--- config.mk ---
export PLATFORM = sky130hd
export DESIGN_NAME = btff_ctrl
export DESIGN_NICKNAME = d
export VERILOG_FILES = /design/src/sv/btff_pkg.sv /design/src/sv/btff_ctrl.sv
export SDC_FILE = /design/constraint.sdc
export NUM_CORES = 1
export LEC_CHECK = 0
export ABC_AREA = 0
export BUFFER_PORTS_ARGS = -buffer_cell sky130_fd_sc_hd__buf_2
export CORE_ASPECT_RATIO = 1.2
export CORE_MARGIN = 2
export CORE_UTILIZATION = 45
export DETAILED_ROUTE_END_ITERATION = 10
export PLACE_DENSITY_LB_ADDON = 0.2
export RECOVER_POWER = 25
export SLEW_MARGIN = 20
export SYNTH_ARGS = -nofsm -noshare
export SYNTH_HDL_FRONTEND = slang
export SYNTH_SLANG_ARGS = --single-unit
--- constraint.sdc ---
create_clock -name clk -period 3.5 [get_ports clk]
set_input_delay 0 -clock clk [delete_from_list [all_inputs] [get_ports clk]]
set_output_delay 0 -clock clk [all_outputs]
set_load 0.005 [all_outputs]
--- src/sv/btff_pkg.sv ---
// Shared types and constants for the boundary-tag first-fit allocator.
// Holds field widths, tag layout, command/status structs and select codes.
// Used by btff_ctrl, btff_dp and the top level.
package btff_pkg;

    localparam int STORE_BYTES_DEF = 8192;

    // Field widths
    localparam int HB_W    = 14;
    localparam int REQ_W   = 13;
    localparam int ADDR_W  = 13;
    localparam int BLK_W   = 12;
    localparam int BYTE_W  = 13;
    localparam int SIZE_W  = 15;
    localparam int PADDR_W = 2;
    localparam int PDATA_W = 32;

    // Tag layout
    localparam int TAG_BYTES = 2;
    localparam int SPLIT_MIN = 2 * TAG_BYTES + 1;
    localparam int MIN_SPAN  = 10;
    localparam int USED_BIT  = 7;

    localparam logic [BYTE_W-1:0] MAX_BYTES  = '1;
    localparam logic [BLK_W-1:0]  MAX_BLOCKS = '1;
    localparam logic [ADDR_W-1:0] MAX_FREE   = '1;

    localparam logic [HB_W-1:0]    HEAP_BYTES_RST = 14'd8192;
    localparam logic [PADDR_W-1:0] REG_HEAP_BYTES = 2'd0;

    localparam logic OP_ALLOC = 1'b0;
    localparam logic OP_FREE  = 1'b1;

    // Walk pointer sources
    localparam logic [2:0] SP_HOLD = 3'd0;
    localparam logic [2:0] SP_ZERO = 3'd1;
    localparam logic [2:0] SP_PTR  = 3'd2;
    localparam logic [2:0] SP_HEND = 3'd3;
    localparam logic [2:0] SP_TAIL = 3'd4;
    localparam logic [2:0] SP_TEND = 3'd5;

    // Tag write selections
    localparam logic [1:0] WS_FORMAT = 2'd0;
    localparam logic [1:0] WS_REST   = 2'd1;
    localparam logic [1:0] WS_USED   = 2'd2;
    localparam logic [1:0] WS_MERGED = 2'd3;

    // Tag byte order within a write
    localparam logic [1:0] WB_HEAD_HI = 2'd0;
    localparam logic [1:0] WB_HEAD_LO = 2'd1;
    localparam logic [1:0] WB_TAIL_HI = 2'd2;
    localparam logic [1:0] WB_TAIL_LO = 2'd3;

    typedef struct packed {
        logic       item_load;
        logic [2:0] s_op;
        logic       rd_ofs;
        logic       hi_load;
        logic       lo_load;
        logic       blk_load;
        logic       t_load;
        logic       prev_merge;
        logic       next_merge;
        logic       best_clr;
        logic       best_upd;
        logic       w_load;
        logic [1:0] w_sel;
        logic       wr_en;
        logic [1:0] wr_idx;
        logic       cnt_alloc;
        logic       cnt_free;
        logic       cnt_clr;
        logic       ok_set;
        logic       res_load;
        logic       clr_en;
        logic       fmt_ack;
    } cmd_t;

    typedef struct packed {
        logic fmt_req;
        logic clr_last;
        logic head_pre;
        logic head_valid;
        logic tail_pre;
        logic tail_valid;
        logic tfree;
        logic fit;
        logic dsmall;
        logic ptr_ok;
        logic out_free;
    } sts_t;

endpackage

--- src/sv/btff_ctrl.sv ---
// Sequencer for the allocator: clearing pass, format, allocate, free, scan.
// Drives btff_pkg::cmd_t to the datapath and reads btff_pkg::sts_t back.
module btff_ctrl (
    input  logic          clk,
    input  logic          rst_n,
    input  logic          in_valid,
    input  logic          operation,
    output logic          in_stall,
    input  btff_pkg::sts_t sts,
    output btff_pkg::cmd_t cmd
);
    import btff_pkg::*;

    localparam logic [4:0] S_CLR     = 5'd0;
    localparam logic [4:0] S_FMT     = 5'd1;
    localparam logic [4:0] S_IDLE    = 5'd2;
    localparam logic [4:0] S_A_CHK   = 5'd3;
    localparam logic [4:0] S_A_EV    = 5'd4;
    localparam logic [4:0] S_A_SPLIT = 5'd5;
    localparam logic [4:0] S_A_USED  = 5'd6;
    localparam logic [4:0] S_F_CHK   = 5'd7;
    localparam logic [4:0] S_F_HEAD  = 5'd8;
    localparam logic [4:0] S_F_HEV   = 5'd9;
    localparam logic [4:0] S_F_PREV  = 5'd10;
    localparam logic [4:0] S_F_PEV   = 5'd11;
    localparam logic [4:0] S_F_NXT   = 5'd12;
    localparam logic [4:0] S_F_NEV   = 5'd13;
    localparam logic [4:0] S_F_WR    = 5'd14;
    localparam logic [4:0] S_WALK0   = 5'd15;
    localparam logic [4:0] S_WALK    = 5'd16;
    localparam logic [4:0] S_W_EV    = 5'd17;
    localparam logic [4:0] S_DONE    = 5'd18;
    localparam logic [4:0] S_RD0     = 5'd19;
    localparam logic [4:0] S_RD1     = 5'd20;
    localparam logic [4:0] S_RD2     = 5'd21;
    localparam logic [4:0] S_W0      = 5'd22;
    localparam logic [4:0] S_W1      = 5'd23;
    localparam logic [4:0] S_W2      = 5'd24;
    localparam logic [4:0] S_W3      = 5'd25;

    logic [4:0] state_reg, state_next;
    logic [4:0] rd_ret_reg, rd_ret_next;
    logic [4:0] wr_ret_reg, wr_ret_next;

    always_ff @(posedge clk or negedge rst_n)
    begin
        if (!rst_n)
        begin
            state_reg  <= S_CLR;
            rd_ret_reg <= S_IDLE;
            wr_ret_reg <= S_IDLE;
        end
        else
        begin
            state_reg  <= state_next;
            rd_ret_reg <= rd_ret_next;
            wr_ret_reg <= wr_ret_next;
        end
    end

    assign in_stall = !(state_reg == S_IDLE && !sts.fmt_req);

    // Next state and commands
    always_comb
    begin
        cmd         = '0;
        state_next  = state_reg;
        rd_ret_next = rd_ret_reg;
        wr_ret_next = wr_ret_reg;
        case (state_reg)
            S_CLR:
            begin
                cmd.clr_en = 1'b1;
                if (sts.clr_last)
                begin
                    state_next = S_FMT;
                end
            end
            S_FMT:
            begin
                cmd.w_load  = 1'b1;
                cmd.w_sel   = WS_FORMAT;
                cmd.cnt_clr = 1'b1;
                cmd.fmt_ack = 1'b1;
                wr_ret_next = S_IDLE;
                state_next  = S_W0;
            end
            S_IDLE:
            begin
                if (sts.fmt_req)
                begin
                    state_next = S_FMT;
                end
                else if (in_valid)
                begin
                    cmd.item_load = 1'b1;
                    cmd.s_op      = SP_ZERO;
                    state_next    = (operation == OP_ALLOC) ? S_A_CHK : S_F_CHK;
                end
            end
            // first-fit search
            S_A_CHK:
            begin
                if (sts.head_pre)
                begin
                    rd_ret_next = S_A_EV;
                    state_next  = S_RD0;
                end
                else
                begin
                    state_next = S_WALK0;
                end
            end
            S_A_EV:
            begin
                if (!sts.head_valid)
                begin
                    state_next = S_WALK0;
                end
                else if (sts.fit)
                begin
                    cmd.blk_load = 1'b1;
                    state_next   = S_A_SPLIT;
                end
                else
                begin
                    cmd.s_op   = SP_HEND;
                    state_next = S_A_CHK;
                end
            end
            S_A_SPLIT:
            begin
                if (sts.dsmall)
                begin
                    state_next = S_A_USED;
                end
                else
                begin
                    cmd.w_load  = 1'b1;
                    cmd.w_sel   = WS_REST;
                    wr_ret_next = S_A_USED;
                    state_next  = S_W0;
                end
            end
            S_A_USED:
            begin
                cmd.w_load    = 1'b1;
                cmd.w_sel     = WS_USED;
                cmd.cnt_alloc = 1'b1;
                cmd.ok_set    = 1'b1;
                wr_ret_next   = S_WALK0;
                state_next    = S_W0;
            end
            // free with coalescing
            S_F_CHK:
            begin
                if (sts.ptr_ok)
                begin
                    cmd.s_op   = SP_PTR;
                    state_next = S_F_HEAD;
                end
                else
                begin
                    state_next = S_WALK0;
                end
            end
            S_F_HEAD:
            begin
                if (sts.head_pre)
                begin
                    rd_ret_next = S_F_HEV;
                    state_next  = S_RD0;
                end
                else
                begin
                    state_next = S_WALK0;
                end
            end
            S_F_HEV:
            begin
                if (sts.head_valid && !sts.tfree)
                begin
                    cmd.t_load = 1'b1;
                    state_next = S_F_PREV;
                end
                else
                begin
                    state_next = S_WALK0;
                end
            end
            S_F_PREV:
            begin
                if (sts.tail_pre)
                begin
                    cmd.s_op    = SP_TAIL;
                    rd_ret_next = S_F_PEV;
                    state_next  = S_RD0;
                end
                else
                begin
                    cmd.s_op   = SP_TEND;
                    state_next = S_F_NXT;
                end
            end
            S_F_PEV:
            begin
                if (sts.tail_valid && sts.tfree)
                begin
                    cmd.prev_merge = 1'b1;
                end
                cmd.s_op   = SP_TEND;
                state_next = S_F_NXT;
            end
            S_F_NXT:
            begin
                if (sts.head_pre)
                begin
                    rd_ret_next = S_F_NEV;
                    state_next  = S_RD0;
                end
                else
                begin
                    state_next = S_F_WR;
                end
            end
            S_F_NEV:
            begin
                if (sts.head_valid && sts.tfree)
                begin
                    cmd.next_merge = 1'b1;
                end
                state_next = S_F_WR;
            end
            S_F_WR:
            begin
                cmd.w_load   = 1'b1;
                cmd.w_sel    = WS_MERGED;
                cmd.cnt_free = 1'b1;
                cmd.ok_set   = 1'b1;
                wr_ret_next  = S_WALK0;
                state_next   = S_W0;
            end
            // largest free block scan
            S_WALK0:
            begin
                cmd.s_op     = SP_ZERO;
                cmd.best_clr = 1'b1;
                state_next   = S_WALK;
            end
            S_WALK:
            begin
                if (sts.head_pre)
                begin
                    rd_ret_next = S_W_EV;
                    state_next  = S_RD0;
                end
                else
                begin
                    state_next = S_DONE;
                end
            end
            S_W_EV:
            begin
                if (sts.head_valid)
                begin
                    cmd.best_upd = 1'b1;
                    cmd.s_op     = SP_HEND;
                    state_next   = S_WALK;
                end
                else
                begin
                    state_next = S_DONE;
                end
            end
            S_DONE:
            begin
                if (sts.out_free)
                begin
                    cmd.res_load = 1'b1;
                    state_next   = S_IDLE;
                end
            end
            // tag read: two bytes from the registered read port
            S_RD0:
            begin
                cmd.rd_ofs = 1'b0;
                state_next = S_RD1;
            end
            S_RD1:
            begin
                cmd.rd_ofs  = 1'b1;
                cmd.hi_load = 1'b1;
                state_next  = S_RD2;
            end
            S_RD2:
            begin
                cmd.lo_load = 1'b1;
                state_next  = rd_ret_reg;
            end
            // tag write: head pair then tail pair
            S_W0:
            begin
                cmd.wr_en  = 1'b1;
                cmd.wr_idx = WB_HEAD_HI;
                state_next = S_W1;
            end
            S_W1:
            begin
                cmd.wr_en  = 1'b1;
                cmd.wr_idx = WB_HEAD_LO;
                state_next = S_W2;
            end
            S_W2:
            begin
                cmd.wr_en  = 1'b1;
                cmd.wr_idx = WB_TAIL_HI;
                state_next = S_W3;
            end
            S_W3:
            begin
                cmd.wr_en  = 1'b1;
                cmd.wr_idx = WB_TAIL_LO;
                state_next = wr_ret_reg;
            end
            default:
            begin
                state_next = S_IDLE;
            end
        endcase
    end
endmodule

Yosys cells after proc, flatten, opt, wreduce, memory -nomap -nowiden:

Index checks and enable logic that the tools add are counted.

* equality and inequality tests: 34
* reductions and logical operators: 16
* multiplexer cells: 57

Operator list (count)
* $pmux W5 S23: 1
* $mux W5: 15
* $eq A5 B5 Y1 const B: 10
* $eq A5 B4 Y1 const B: 8
* $pmux W5 S5: 1
* $mux W1: 24
* $pmux W3 S4: 2
* $pmux W3 S7: 1
* $eq A5 B3 Y1 const B: 4
* $ne A2 B2 Y1 const B: 8
* $mux W3: 5
* $pmux W5 S3: 1
* $eq A5 B2 Y1 const B: 2
* $mux W2: 5
* $mux W4: 2
* $reduce_and A6 Y1: 1
* $eq A5 B1 Y1 const B: 1
* $logic_not A5 Y1: 1
* $reduce_bool A5 Y1: 1
* $logic_and A1 B1 Y1: 4
* $reduce_or A2 Y1: 2
* $logic_not A1 Y1: 3
* $ne A3 B3 Y1 const B: 1
* $reduce_and A3 Y1: 1
* 3 further kinds: 3

* output and inout port bits: 27
* flip-flop bits (word level): 15
* logic and storage cells: 110

Longest topological paths before layout:

Gate-level depths: netlist of the first run.

* word-level depth: 4
* depth in mapped cells: 8
* mapped depth without buffers: 5

Least setup slack after synthesis of the first run:

Ideal clock, no wire load.

* path kind: register to register
* from: reg state_reg[0]
* to: reg rd_ret_reg[0]
* data required time: 3.379 ns
* buffers on the path: 1
* cell stages (with the launch flop): 6
* data arrival time: 1.614 ns
* setup slack: 1.765 ns
* library setup time: 0.121 ns
* path through: dfrtp_1 > buf_6 > or3b_4 > or3_4 > o211a_2 > a22o_1

* longest elaborated chain between the ends: 3

RTL lines
* from (decl): line btff_ctrl.sv:41 `logic [4:0] state_reg, state_next;`
* from (signal assigned): line btff_ctrl.sv:55 `state_reg <= state_next;`
* $eq A5 B5 Y1, or another cell as far along: line btff_ctrl.sv:70 `case (state_reg)`
* $reduce_bool A5 Y1 (no source line) / $ne A2 B2 Y1 (equally long branches)
* $reduce_and A6 Y1 (no source line)
* to (signal assigned): line btff_ctrl.sv:56 `rd_ret_reg <= rd_ret_next;`
* to (decl): line btff_ctrl.sv:42 `logic [4:0] rd_ret_reg, rd_ret_next;`

Several ways; a longest one is shown, not always the timed one.
A chain may end at the register's enable or synchronous reset.

Worst setup path in the final report of the first run:

* from: reg state_reg[0]
* to: reg state_reg[1]

* longest elaborated chain between the ends: 3

RTL lines (line)
* $eq A5 B3 Y1, or another cell as far along: btff_ctrl.sv:70
* $reduce_or A3 Y1 (no source line), or another cell as far along
* $pmux W5 S23 / $reduce_and A3 Y1 (equally long branches)

Several ways; a longest one is shown, not always the timed one.

==> metrics.md, run 1 <==
| Metric | Value |
|---|---|
| Sequential share of the synthesized area | `0.2246` |
| Largest family of logic cells by synthesized area | `simple AND/OR/NAND/NOR gates` |
| TritonCTS sink count | `12` |
| Max Cap Violations | `0` |
| CTS buffer count | `3` |
| Mux cell area share after synthesis | `0` |
| Vias in the first global route | `1412` |
| DP Worst Slack | `1362 ps` |
| Xor/xnor share of the synthesized area | `0` |
| Skew final | `4.815 ps` |
| Layout Nets | `235` |
| Final worst slack | `approximately 1300 ps` |
| Height of the die | `63.84 um` |
| Fin util | `0.5514` |
| Fraction of layout cells with a size suffix above 1 | `0.2466` |
| Ant diodes | `0` |
| Synth unique cells | `between 50 and 60` |
| Most frequent cells in the layout | `40 x buf_2, 23 x nor2_1, 19 x nand2_1, 11 x o21ai_0, 11 x dfrtp_1` |
| Critical Path Fanout Max | `28` |
| TritonCTS clock tree | `built` |
| Hold Path Class | `in -> reg` |
| H-tree levels | `1` |
| Via density | `6.217` |
| Max-slew violations | `0` |
| Status | `finished clean` |
| First-pass GRT wire length | `6644 um` |
| Starting DRC count in detailed routing | `147` |
| Clock tree root buffer cell | `clkbuf_4` |
| Starting Density | `0.4775` |
| Cells after Synth | `190` |
| Synth warnings | `0` |
| PD cells | `834.3 nW/um^2` |
| Die area | `3438 um^2` |
| Setup crit end kind | `flop` |
| # DRC | `0` |
| WL per Instance | `16.30 um` |
| Final setup viols | `0` |
| Setup TNS | `0 ps` |
| Chip width | `about 54 um` |
| Min Hold Slack | `52.54 ps` |
| Critical Path AT | `~2400 ps` |
| Relative slew margins | `0.5030` |
| Core ar. | `between 2000 and 3000 um^2` |
| Pin count of the biggest net entering global routing | `29` |
| Io pins | `42` |
| CP startpoint kind | `flop` |
| Simple-Gate Fraction of Synth Area | `0.4035` |
| Final Hold Fails | `0` |
| GPL Wtd Cong | `0.9829` |
| CP required | `3670 ps` |
| Fmax | `456.0 MHz` |
| Count of state elements after synthesis | `12` |
| Total number of vias | `roughly 1600` |
| Final wirelength | `4125 um` |
| DP HPWL | `between 3000 and 4000 um` |
| P&R area growth vs syn | `15.47%` |
| Area share of fa/ha/maj cells after synthesis | `0` |
| Worst-Skew Late Latency | `280 ps` |
| Mapped Area | `1343 um^2` |
| Final ANT Viol Nets | `0` |
| Pleak | `0.7666 nW` |
| Antenna violations before repair | `0` |
| Clk slew on worst S/H paths | `80 ps` |
| Mean Syn Cell Area | `between 7 and 8 um^2` |
| Placed Instance Area | `approximately 1500 um^2` |
| I/O Buffers | `41` |
| Slew @ Worst Pin | `745.5 ps` |
| Most common cell after layout, fill and taps aside | `buf_2` |
| GRT overflow | `0` |
| Number of cell rows | `21` |
| Count of cells resized by post-cts repair | `0` |
| Gr usage total | `0.2570` |
| Synth Area in Compound Gates | `0.2721` |
| RSZ-0062 raised after global routing | `false` |
| Post-synthesis net count | `205` |
| Setup CP Type | `reg -> reg` |
| Worst vdd ir | `0.0005027 V` |
| Final Cycle Share | `0.6266` |
| Final Cell Area | `1550 um^2` |
| Drt first pass iters | `6` |
| Min Tclk post-route | `2193 ps` |
| Clk buf depth | `2` |
-- through the flow --
| stage | power, mW | instances |
|---|---|---|
| 2_1_floorplan | 0.9676 | 190 |
| 3_3_place_gp | 1.150 | 248 |
| 3_5_place_dp | 1.155 | 248 |
| 4_1_cts | 1.274 | 253 |
| 5_1_grt | 1.403 | 253 |
| 6_report | 1.293 | 253 |
-- area by class of cell --
cell class	count	area, um^2
Sequential cell	12	301.5
Tap cell	34	42.54
Fill cell	273	1261
Timing Repair Buffer	45	236.5
Multi-Input combinational cell	151	907.1
Clock buffer	4	36.28
Inverter	7	26.28
-- worst max-delay path, cell delays in order, from the launching register on --
cell     delay, ps
dfrtp_1        830
nor2b_1        230
and3_1         260
a221o_1        400
nor4_1         300
nor2_1          70
-- final timing paths --
path,cells after the start,slack [ps],to,from
setup reg to reg,5,1310,state_reg[1],state_reg[0]
setup / recovery,5,1310,state_reg[1],state_reg[0]
hold / removal,3,50,state_reg[2],operation
min in group asynchronous,2,270,state_reg[4],rst_n
max in group asynchronous,2,2770,state_reg[0],rst_n
hold reg to reg,1,510,rd_ret_reg[4],rd_ret_reg[4]
-- synthesized netlist by cell type (all sizes together) --
library cell | number | area, um^2
o2111ai | 2 | 17.52
and3 | 10 | 62.56
o21a | 1 | 7.510
nor4b | 1 | 8.760
a21boi | 1 | 7.510
a2111o | 1 | 11.26
a31oi | 2 | 12.51
or4 | 1 | 7.510
a221oi | 1 | 8.760
a211oi | 1 | 7.510
o211a | 2 | 20.02
or3b | 1 | 11.26
a21bo | 2 | 20.02
a22oi | 1 | 7.510
o32ai | 1 | 8.760
nor4 | 4 | 25.02
a2bb2oi | 3 | 32.53
a21o | 1 | 7.510
inv | 7 | 26.28
nand3 | 6 | 30.03
clkbuf | 6 | 22.52
nand2 | 19 | 71.32
a222oi | 1 | 10.01
a41oi | 1 | 8.760
nor4bb | 1 | 10.01
buf | 14 | 85.08
dfstp | 1 | 26.28
or3 | 3 | 23.77
nor3b | 1 | 7.510
nand2b | 9 | 56.30
o31ai | 1 | 7.510
and2 | 2 | 12.51
nor2b | 10 | 62.56
a221o | 2 | 20.02
o21ai | 12 | 71.32
dfrtp | 11 | 275.3
a21oi | 7 | 35.03
a22o | 2 | 17.52
nand3b | 1 | 7.510
nor2 | 23 | 86.33
nor3 | 10 | 50.05
a32oi | 1 | 8.760
nand4b | 1 | 8.760
a2111oi | 2 | 17.52
-- kinds of logic (layout without fill, tap and decap cells) --
kind of cell,count (synthesis),count (layout)
simple gates,103,103
compound gates,48,48
flops,12,12
buf+inv,27,56
-- metal layers --
layer	vias to the layer above	global-route usage	wire, um
li1	753	-	-
met1	710	0.3630	1696
met2	93	0.3887	1909
met3	17	0.03037	358
met4	0	0.1026	161
met5	-	0	0
-- power by group --
part           leakage, nW  switching (mW)  internal, mW
combinational        0.602           0.473         0.354
sequential           0.144           0.145         0.203
clock               0.0210          0.0555        0.0633
-- what timing repair did --
item / CTS / global route
hold buffers: 1 / 0
endpoints found under the hold margin: 12 / 0
setup buffers: 0 / 0
No activity file was read; power rests on OpenSTA's default activity.
==> inputs of run 2 (changes only) <==
Clock period 3.5 ns to 2.1 ns, I/O delays scaled along.
==> run 2 against run 1 <==
Final cell count grew 7.5%. Total power rose by 90%. Via count increased by 4.6%. First-iteration DRC count fell by 24%. Design area grew 9.3%. Flip-flop and latch count unchanged. Wire length rose by 20%. Clock power rose by 79%.
==> metrics.md, run 2 (synthesized netlist as in run 1, its figures left out) <==
| Metric | Value |
|---|---|
| Max-slew violations | `0 (unchanged)` |
| CP max stage delay | `520 ps (was 830 ps)` |
| Clk buf depth | `2 (unchanged)` |
| PD cells | `1453 nW/um^2 (was 834.3 nW/um^2)` |
| # DRC | `0 (unchanged)` |
| Setup CP Type | `reg -> out (was reg -> reg)` |
| Min Tclk post-route | `just over 2000 ps` |
| Most frequent CP cell | `buf_4` |
| Final Cycle Share | `0.9590` |
| Io pins | `42 (unchanged)` |
| Gr usage total | `0.3122 (was 0.2570)` |
| Critical Path Fanout Max | `13 (was 28)` |
| RSZ-0062 raised after global routing | `false (unchanged)` |
| Setup TNS | `0 ps (unchanged)` |
| Final Hold Fails | `0 (unchanged)` |
| Most common cell after layout, fill and taps aside | `buf_2 (unchanged)` |
| Die area | `3438 um^2 (unchanged)` |
| H-tree levels | `1 (unchanged)` |
| Worst vdd ir | `0.0008776 V (was 0.0005027 V)` |
| Worst hold path stage count | `3 (unchanged)` |
| TritonCTS clock tree | `built (unchanged)` |
| Final wirelength | `4930 um (was 4125 um)` |
| Via density | `6.051 (was 6.217)` |
| Core ar. | `2811 um^2 (unchanged)` |
| Reg area | `302.8 um^2 (was 301.5 um^2)` |
| Worst hold endpoint | `state_reg[2] (unchanged)` |
| CP required | `2100 ps (was 3670 ps)` |
| Worst path bufs/invs | `3 (was 0)` |
| Tot Pwr | `2.461 mW (was 1.293 mW)` |
| Most frequent cells in the layout | `40 x buf_2, 23 x nor2_1, 22 x buf_4, 19 x nand2_1, 11 x o21ai_0 (was 40 x buf_2, 23 x nor2_1, 19 x nand2_1, 11 x o21ai_0, 11 x dfrtp_1)` |
| Critical Path AT | `2010 ps (was 2360 ps)` |
| TritonCTS sink count | `12 (unchanged)` |
| CP startpoint kind | `flop (unchanged)` |
| Layout Nets | `254 (was 235)` |
| P&R area growth vs syn | `26.19% (was 15.47%)` |
| GRT overflow | `0 (unchanged)` |
| Final ANT Viol Nets | `0 (unchanged)` |
| Fmax | `496.6 MHz` |
| Hold Path Class | `in -> reg (unchanged)` |
| Skew final | `13.11 ps (was 4.815 ps)` |
| Fraction of layout cells with a size suffix above 1 | `0.3109 (was 0.2466)` |
| Ant diodes | `0 (unchanged)` |
| First-pass GRT wire length | `7803 um (was 6644 um)` |
| Status | `finished clean (unchanged)` |
| Pin count of the biggest net entering global routing | `27 (was 29)` |
| Drt first pass iters | `4 (was 6)` |
| Vias in the first global route | `1563 (was 1412)` |
| Clk slew on worst S/H paths | `100 ps (was 80 ps)` |
| Crit-path cells | `buf_4, or3_1, buf_4, nor3_1, buf_2 (was nor2b_1, and3_1, a221o_1, nor4_1, nor2_1)` |
| HP Start | `operation (unchanged)` |
| Worst r2r dst | `state_reg[0] (was state_reg[1])` |
| Fillcell total | `276 (was 273)` |
| DP HPWL | `3737 um (was 3151 um)` |
| Launching point of the worst reg2reg path | `state_reg[1] (was state_reg[0])` |
| Reg2Reg Depth | `6 (was 5)` |
| Total number of vias | `1646 (was 1573)` |
| GPL Wtd Cong | `1.024 (was 0.9829)` |
| Setup crit end kind | `primary output (was flop)` |
| CTS buffer count | `3 (unchanged)` |
| Worst-Skew Late Latency | `310 ps (was 280 ps)` |
| Relative slew margins | `0.4759 (was 0.5030)` |
| Multi-input logic area | `907.1 um^2 (unchanged)` |
| Starting DRC count in detailed routing | `112 (was 147)` |
| Number of cell rows | `21 (unchanged)` |
| I/O Buffers | `41 (unchanged)` |
| Worst reg2reg setup slack | `150 ps (was 1310 ps)` |
| Final setup viols | `0 (unchanged)` |
| Clock tree root buffer cell | `clkbuf_4 (unchanged)` |
| Pleak | `0.8583 nW (was 0.7666 nW)` |
| WL per Instance | `18.13 um (was 16.30 um)` |
| Antenna violations before repair | `0 (unchanged)` |
| Height of the die | `63.84 um (unchanged)` |
| Slew @ Worst Pin | `786.1 ps (was 745.5 ps)` |
| CP top delay family | `simple AND/OR/NAND/NOR gates (unchanged)` |
| Starting Density | `0.4775 (unchanged)` |
| Max Cap Violations | `0 (unchanged)` |
| Chip width | `53.86 um (unchanged)` |
| Critical path's slowest cell | `dfrtp_1 (unchanged)` |
-- run 2: cell types whose count changed in the layout (fill, tap and decap cells not counted), sizes merged --
cell,previous run,this run
buf,43,62
-- run 2: worst max-delay path by stage --
stage	slack [ps]	depth (start not counted)	to	start
2_1_floorplan	360	5	rd_ret_reg[0]	state_reg[0]
5_1_grt	1	6	cmd[22]	state_reg[2]
3_5_place_dp	50	6	state_reg[0]	state_reg[0]
4_1_cts	60	5	cmd[1]	state_reg[0]
6_report	90	5	cmd[1]	state_reg[1]
3_3_place_gp	190	6	state_reg[0]	state_reg[0]
-- run 2: repair_timing --
action,CTS,global route
endpoints found under the setup margin,1,1
hold endpoints to repair,12,0
buffers inserted,0,1
resized for setup,1,0
hold buffers,1,0
-- run 2: power breakdown --
group          switching [mW]  total, mW  internal [mW]  leakage, nW
Combinational           0.964       1.74          0.776        0.695
Clock                   0.107      0.213          0.106       0.0210
Sequential              0.165      0.508          0.343        0.143
Total                    1.24       2.46           1.23        0.858
-- run 2: metal layers --
layer / vias up / track usage / share of wire
met2: 96 / 0.4970 / 0.48
met5: - / 0 / 0
li1: 784 / - / -
met4: 0 / 0.1346 / 0.030
met3: 14 / 0.03738 / 0.079
met1: 752 / 0.4129 / 0.41
-- run 2: worst register-to-register path, cell delays in order (launching register included) --
cell	delay (ps)
dfrtp_1	520
buf_4	220
or3_1	380
buf_4	160
nor2_1	200
a21oi_1	160
a41oi_1	230
-- run 2: through the flow --
step           cell area [um^2]  cells    util  setup slack (ps)  hold slack (ps)
6_report                   1694    272  0.6026             86.20            42.22
5_1_grt                    1694    272  0.6026             1.222            61.85
4_1_cts                    1688    271  0.6004             60.82            49.12
3_5_place_dp               1640    266  0.5834             52.33           -87.34
3_3_place_gp               1640    266  0.5834             194.4           -90.82
2_1_floorplan              1343    190       -             364.9           -295.6
-- run 2: area by class of cell --
| cell class | count | share of cell area |
|---|---|---|
| clock buffers | 4 | 0.02142 |
| inverters | 7 | 0.01551 |
| multi-input cells | 151 | 0.5355 |
| flip-flops and latches | 12 | 0.1787 |
| well taps | 34 | 0.02511 |
| repair buffers | 64 | 0.2238 |
